--- src/hdl/piecewise_trajectory_eval_unit_assert.svh ---
// ----------------------------------------------------------------------------
// Assertion macros for the trajectory evaluator
// Clocked on clk, disabled while rst_n is low.
// ----------------------------------------------------------------------------
`ifndef PIECEWISE_TRAJECTORY_EVAL_UNIT_ASSERT_SVH
`define PIECEWISE_TRAJECTORY_EVAL_UNIT_ASSERT_SVH

// same-cycle implication
`define PTEV_ASSERT_NOW(label, ante, cons, msg) \
  label: assert property (@(posedge clk) disable iff (!rst_n) (ante) |-> (cons)) \
    else $error(msg);

// next-cycle implication
`define PTEV_ASSERT_NEXT(label, ante, cons, msg) \
  label: assert property (@(posedge clk) disable iff (!rst_n) (ante) |=> (cons)) \
    else $error(msg);

`endif

--- src/hdl/ptev_pkg.sv ---
// ----------------------------------------------------------------------------
// ptev_pkg
// Shared widths, codes and types of the trajectory evaluator.
// ----------------------------------------------------------------------------
package ptev_pkg;

  localparam int MAX_SEGMENTS = 16;
  localparam int AXES         = 3;
  localparam int SEG_W        = 4;
  localparam int AX_W         = 2;
  localparam int CFG_W        = 5;
  localparam int TIME_W       = 48;
  localparam int COEF_W       = 32;
  localparam int COEF_DEPTH   = MAX_SEGMENTS * AXES;
  localparam int COEF_AW      = $clog2(COEF_DEPTH);
  localparam int MUL_W        = 33;
  localparam int PROD_W       = 2 * MUL_W;
  localparam int ACC_W        = 96;
  localparam int FRAC_SH      = 33;

  localparam logic [ACC_W-1:0] RND_BIAS = ACC_W'(1) << (FRAC_SH - 1);

  localparam logic          OP_LOAD    = 1'b0;
  localparam logic          OP_QUERY   = 1'b1;
  localparam logic [AX_W-1:0] AX_X     = 2'd0;
  localparam logic [AX_W-1:0] AX_Y     = 2'd1;
  localparam logic [AX_W-1:0] AX_Z     = 2'd2;
  localparam logic [AX_W-1:0] AX_NONE  = 2'd3;

  typedef enum logic [2:0] {
    ST_IDLE,
    ST_SEARCH,
    ST_SQUARE,
    ST_AXIS,
    ST_FINISH
  } ptev_state_t;

  typedef enum logic [1:0] {
    SH_0,
    SH_17,
    SH_32
  } acc_sh_t;

  typedef struct packed {
    logic    load;
    logic    add;
    acc_sh_t sh;
  } acc_ctl_t;

endpackage

--- src/hdl/ptev_mac.sv ---
// ----------------------------------------------------------------------------
// ptev_mac
// Shared multiplier with a wide accumulator and round/saturate output.
// ----------------------------------------------------------------------------
module ptev_mac (
  input  logic                               clk,
  input  logic signed [ptev_pkg::MUL_W-1:0]  op_a,
  input  logic signed [ptev_pkg::MUL_W-1:0]  op_b,
  input  ptev_pkg::acc_ctl_t                 ctl,
  input  logic signed [ptev_pkg::COEF_W-1:0] init_pos,
  output logic [2*ptev_pkg::COEF_W-1:0]      prod_lo,
  output logic signed [ptev_pkg::COEF_W-1:0] result
);
  import ptev_pkg::*;

  logic signed [PROD_W-1:0] prod_r;
  logic signed [ACC_W-1:0]  acc_r;
  logic signed [ACC_W-1:0]  prod_ext;
  logic signed [ACC_W-1:0]  term;
  logic signed [ACC_W-1:0]  acc_nxt;
  logic [ACC_W-1:0]         rsum;
  logic                     fits;

  assign prod_ext = {{(ACC_W-PROD_W){prod_r[PROD_W-1]}}, prod_r};
  assign prod_lo  = prod_r[2*COEF_W-1:0];

  always_comb begin
    case (ctl.sh)
      SH_0:    term = prod_ext;
      SH_17:   term = prod_ext <<< 17;
      SH_32:   term = prod_ext <<< 32;
      default: term = prod_ext;
    endcase
    acc_nxt = acc_r;
    if (ctl.load) begin
      acc_nxt = {{(ACC_W-COEF_W-FRAC_SH){init_pos[COEF_W-1]}}, init_pos, {FRAC_SH{1'b0}}};
    end else if (ctl.add) begin
      acc_nxt = acc_r + term;
    end
  end

  always_ff @(posedge clk) begin
    prod_r <= op_a * op_b;
    acc_r  <= acc_nxt;
  end

  // round half up at bit 33, then clip to 32 bits
  assign rsum = acc_r + RND_BIAS;
  assign fits = (&rsum[ACC_W-1:FRAC_SH+COEF_W-1]) | ~(|rsum[ACC_W-1:FRAC_SH+COEF_W-1]);

  always_comb begin
    if (fits) begin
      result = rsum[FRAC_SH+COEF_W-1:FRAC_SH];
    end else if (rsum[ACC_W-1]) begin
      result = {1'b1, {(COEF_W-1){1'b0}}};
    end else begin
      result = {1'b0, {(COEF_W-1){1'b1}}};
    end
  end

endmodule

--- config.mk ---
export PLATFORM = sky130hd
export DESIGN_NAME = ptev_mac
export DESIGN_NICKNAME = d
export VERILOG_FILES = /design/src/hdl/piecewise_trajectory_eval_unit_assert.svh /design/src/hdl/ptev_pkg.sv /design/src/hdl/ptev_mac.sv
export SDC_FILE = /design/constraint.sdc
export NUM_CORES = 2
export LEC_CHECK = 0
export BUFFER_PORTS_ARGS = -buffer_cell sky130_fd_sc_hd__buf_2
export CAP_MARGIN = 20
export CORE_MARGIN = 2
export CORE_UTILIZATION = 50
export DETAILED_ROUTE_END_ITERATION = 12
export PLACE_DENSITY = 0.75
export SYNTH_ARGS = -nofsm -noshare
export SYNTH_HDL_FRONTEND = slang
export SYNTH_SLANG_ARGS = --single-unit
--- constraint.sdc ---
create_clock -name clk -period 11.1 [get_ports clk]
set_input_delay 1.11 -clock clk [delete_from_list [all_inputs] [get_ports clk]]
set_output_delay 1.11 -clock clk [all_outputs]
set_load 0.03 [all_outputs]
==> metrics.txt <==
# TYPE chip_impl_metric gauge
chip_impl_info{name="rsz_0062_raised_after_global_routing",value="false"} 1
chip_impl_metric{name="first_global_vias",unit=""} 43500
chip_impl_metric{name="crit_fanout",unit=""} 33
chip_impl_metric{name="grtUsageTotal",unit="%"} 29.1
chip_impl_metric{name="critPathRequiredTime",unit="ns"} 11.45
chip_impl_metric{name="final_antenna_net_count",unit=""} 0
chip_impl_info{name="ys.flop_type",value="dfxtp_1"} 1
chip_impl_info{name="yosys-top-cells-area",value="fa_1 (43%), inv_1 (8.7%), ha_1 (7.4%), and2_1 (6.8%), nand2_1 (5.1%)"} 1
chip_impl_info{name="tritoncts",value="done"} 1
chip_impl_metric{name="remaining_drc_errors",unit=""} 0
chip_impl_metric{name="detail_route.wirelength",unit="um"} 155000
chip_impl_metric{name="grt_max_degree",unit=""} 109
chip_impl_metric{name="ys_ff_latch",unit=""} 162
chip_impl_metric{name="final_hold_violation_count",unit=""} 0
chip_impl_metric{name="grt_first_pass_wirelength",unit="um"} 244000
chip_impl_info{name="crit_path_start",value="op_b[10]"} 1
chip_impl_metric{name="clk_path_buf_depth",unit=""} 2
chip_impl_metric{name="area_delta_synth_final",unit="%"} 3.47
chip_impl_metric{name="layout.filler_cells",unit=""} 9587
chip_impl_info{name="post-synth-top-area-cell",value="fa_1"} 1
chip_impl_info{name="critPathTopFamily",value="adder cells"} 1
chip_impl_metric{name="die_height",unit="um"} 330
chip_impl_metric{name="initial_utilization",unit="%"} 50.4
chip_impl_metric{name="area_of_the_placeable_core",unit="sq um"} 105000
chip_impl_metric{name="worst-path-buf-inv",unit=""} 6
chip_impl_metric{name="clk_pin_slew",unit="ns"} 0.08
chip_impl_metric{name="synthCells",unit=""} 6031
chip_impl_metric{name="cts_resized",unit=""} 0
chip_impl_info{name="crit_path_top_delay_cell",value="fa_1"} 1
chip_impl_metric{name="route.detailed.vias_per_inst",unit=""} 5.70
chip_impl_metric{name="ys_async_sr_fraction",unit="%"} 0
chip_impl_metric{name="post-synth-top-area-fraction",unit="%"} 43.2
chip_impl_metric{name="post-route-period-util",unit="%"} 82.2
chip_impl_metric{name="share_of_synthesized_area_occupied_by_flip_flops_and_latches",unit="%"} 7.30
chip_impl_metric{name="die_area",unit="sq um"} 109000
chip_impl_metric{name="place_congestion",unit=""} 0.950
chip_impl_metric{name="slew_violations",unit=""} 0
chip_impl_metric{name="post_cts_hold_buffer_count",unit=""} 0
chip_impl_metric{name="worst_skew_pair_later_pin_latency",unit="ns"} 0.47
chip_impl_metric{name="drt_pass1_iterations",unit=""} 6
chip_impl_metric{name="cp_slowest_stage_delay",unit="ns"} 0.67
chip_impl_metric{name="final_setup_violations",unit=""} 0
chip_impl_metric{name="final_nets",unit=""} 7459
chip_impl_metric{name="detail_route.wl_per_cell",unit="um"} 21.3
chip_impl_metric{name="io_buffer_count",unit=""} 198
chip_impl_info{name="crit-reg2reg-launch",value="prod_r[24]"} 1
chip_impl_metric{name="postSynthNetCount",unit=""} 7595
chip_impl_metric{name="cap_viol_max_count",unit=""} 0
chip_impl_info{name="hold_path_startpoint",value="acc_r[31]"} 1
chip_impl_metric{name="cp_data_arrival_time",unit="ns"} 9.47
chip_impl_metric{name="skew",unit="ns"} 0.0158
chip_impl_metric{name="initial_antenna_violation_count",unit=""} 7
chip_impl_metric{name="drt_first_iter_violations",unit=""} 3994
chip_impl_metric{name="top_level_ports",unit=""} 199
chip_impl_metric{name="cts_setup_buffers",unit=""} 0
chip_impl_metric{name="yosysWarnings",unit=""} 0
chip_impl_info{name="run_status",value="completed"} 1
chip_impl_metric{name="fmaxAchievable",unit="GHz"} 0.110
chip_impl_info{name="timing_worst_setup_path_type",value="in -> reg"} 1
chip_impl_metric{name="synth-edff-count",unit=""} 63
chip_impl_metric{name="post-route-min-period",unit="ns"} 9.12
chip_impl_metric{name="num_vias",unit=""} 41600
chip_impl_metric{name="worst_slew_pin_slew",unit="ns"} 1.15
chip_impl_metric{name="relSlewSlack",unit="%"} 23.5
chip_impl_metric{name="die_w",unit="um"} 330
chip_impl_info{name="worst_setup_path_end_kind",value="flip-flop"} 1
chip_impl_info{name="most_frequent_cell_on_critical_path",value="fa_1"} 1
chip_impl_info{name="hold_path_class",value="reg -> reg"} 1
chip_impl_info{name="clk_root_buffer_cell",value="clkbuf_16"} 1
chip_impl_info{name="setup.worst_path.start_class",value="input pin"} 1
chip_impl_metric{name="globalRouteOverflowTotal",unit=""} 0
chip_impl_metric{name="h-tree-depth",unit=""} 4
chip_impl_metric{name="layout-drive-gt1-share",unit="%"} 4.82
chip_impl_metric{name="place.detailed.hpwl",unit="um"} 124000
chip_impl_metric{name="clock_sink_count",unit=""} 162
chip_impl_metric{name="synth.cell_area",unit="sq um"} 53100
chip_impl_metric{name="cts_buffers",unit=""} 17
chip_impl_metric{name="fin_setup_tns",unit="ns"} 0
chip_impl_metric{name="yosys.cell_types.count",unit=""} 88
chip_impl_metric{name="avgSynthCellArea",unit="sq um"} 8.80
chip_impl_metric{name="row_count",unit=""} 119
[worst register-to-register path: cells and delay by family, from the launching register on]
| kind | cells | cell delay, ns |
|---|---|---|
| fa+ha+maj | 1 | 0.38 |
| flops | 1 | 0.57 |
| compound gates | 5 | 2.04 |
| simple gates | 8 | 1.67 |
[layout by cell type (no fill, tap or decap), types with 21 or more instances in the layout]
cell,Yosys,routed
a211oi_1,24,24
a21o_1,95,95
a21oi_1,204,204
a221oi_1,24,24
a22oi_1,34,34
a31oi_1,24,23
and2_1,580,580
and3_1,39,39
buf_2,1,198
buf_4,71,22
dfxtp_1,99,99
edfxtp_1,63,63
fa_1,1146,1146
ha_1,315,313
inv_1,1225,1224
mux2i_1,26,26
nand2_1,720,720
nand2b_1,25,24
nand3_1,53,53
nand4_1,53,53
nor2_1,195,195
nor2b_1,21,21
nor3_1,30,30
o21a_1,24,24
o21ai_0,199,199
o21bai_1,30,30
xnor2_1,116,116
xor2_1,74,74
[worst paths after layout]
| path | slack (ns) | endpoint | cells past startpoint |
|---|---|---|---|
| worst min register to register | 0.47 | acc_r[31] | 2 |
| worst max register to register | 6.32 | acc_r[92] | 14 |
| worst min-delay path | 0.47 | acc_r[31] | 2 |
| worst max-delay path | 1.98 | prod_r[64] | 27 |
[cells in the mapped netlist (17+ instances only)]
cell	n
inv_1	1225
fa_1	1146
nand2_1	720
and2_1	580
ha_1	315
clkbuf_1	297
a21oi_1	204
o21ai_0	199
nor2_1	195
xnor2_1	116
dfxtp_1	99
a21o_1	95
xor2_1	74
buf_4	71
edfxtp_1	63
nand3_1	53
nand4_1	53
and3_1	39
a22oi_1	34
nor3_1	30
o21bai_1	30
mux2i_1	26
nand2b_1	25
a211oi_1	24
a221oi_1	24
a31oi_1	24
o21a_1	24
nor2b_1	21
a22o_1	17
[stage by stage]
step	worst slack [ns]	cell area [sq um]	hold slack, ns	instances	util, %
after floorplan	2.50	53100	0.432	6031	-
after global placement	1.66	54300	0.445	7267	51.6
after detailed placement	1.43	54300	0.453	7267	51.6
after CTS	1.95	54900	0.472	7299	52.2
after global routing	1.52	54900	0.489	7299	52.2
final	1.98	54900	0.473	7302	52.2
[state kept, by name (all words and copies together), names as in the netlist]
signal  cells
acc_r      96
prod_r     66
[final cells by class]
class	count	area (sq um)	area share (%)
inverters	1227	4610	8.39
clock buffers	17	425	0.775
diodes	3	7.51	0.0137
flip-flops and latches	162	3870	7.05
repair buffers	220	1160	2.11
multi-input cells	4267	43000	78.2
well taps	1391	1740	3.17
clock inverters	15	156	0.285
[layer usage]
metal	GRT usage (%)	routed length (um)
met1	39.6	64200
met2	45.1	68600
met3	8.22	17300
met4	9.58	5050
met5	0	53
[kinds of logic after synthesis]
family | count (synthesis) | share of synthesized area, %
buffers and inverters | 1602 | 11.8
and+or+nand+nor | 1787 | 16.7
AOI/OAI and AO/OA | 801 | 9.81
adders and majority gates | 1461 | 50.6
muxes | 28 | 0.533
DFF | 162 | 7.30
xor gates and xnor gates | 190 | 3.14
Power is left out: the tool's default activity adds up to more than one toggle a clock period on the data nets, which glitch-free logic cannot reach.
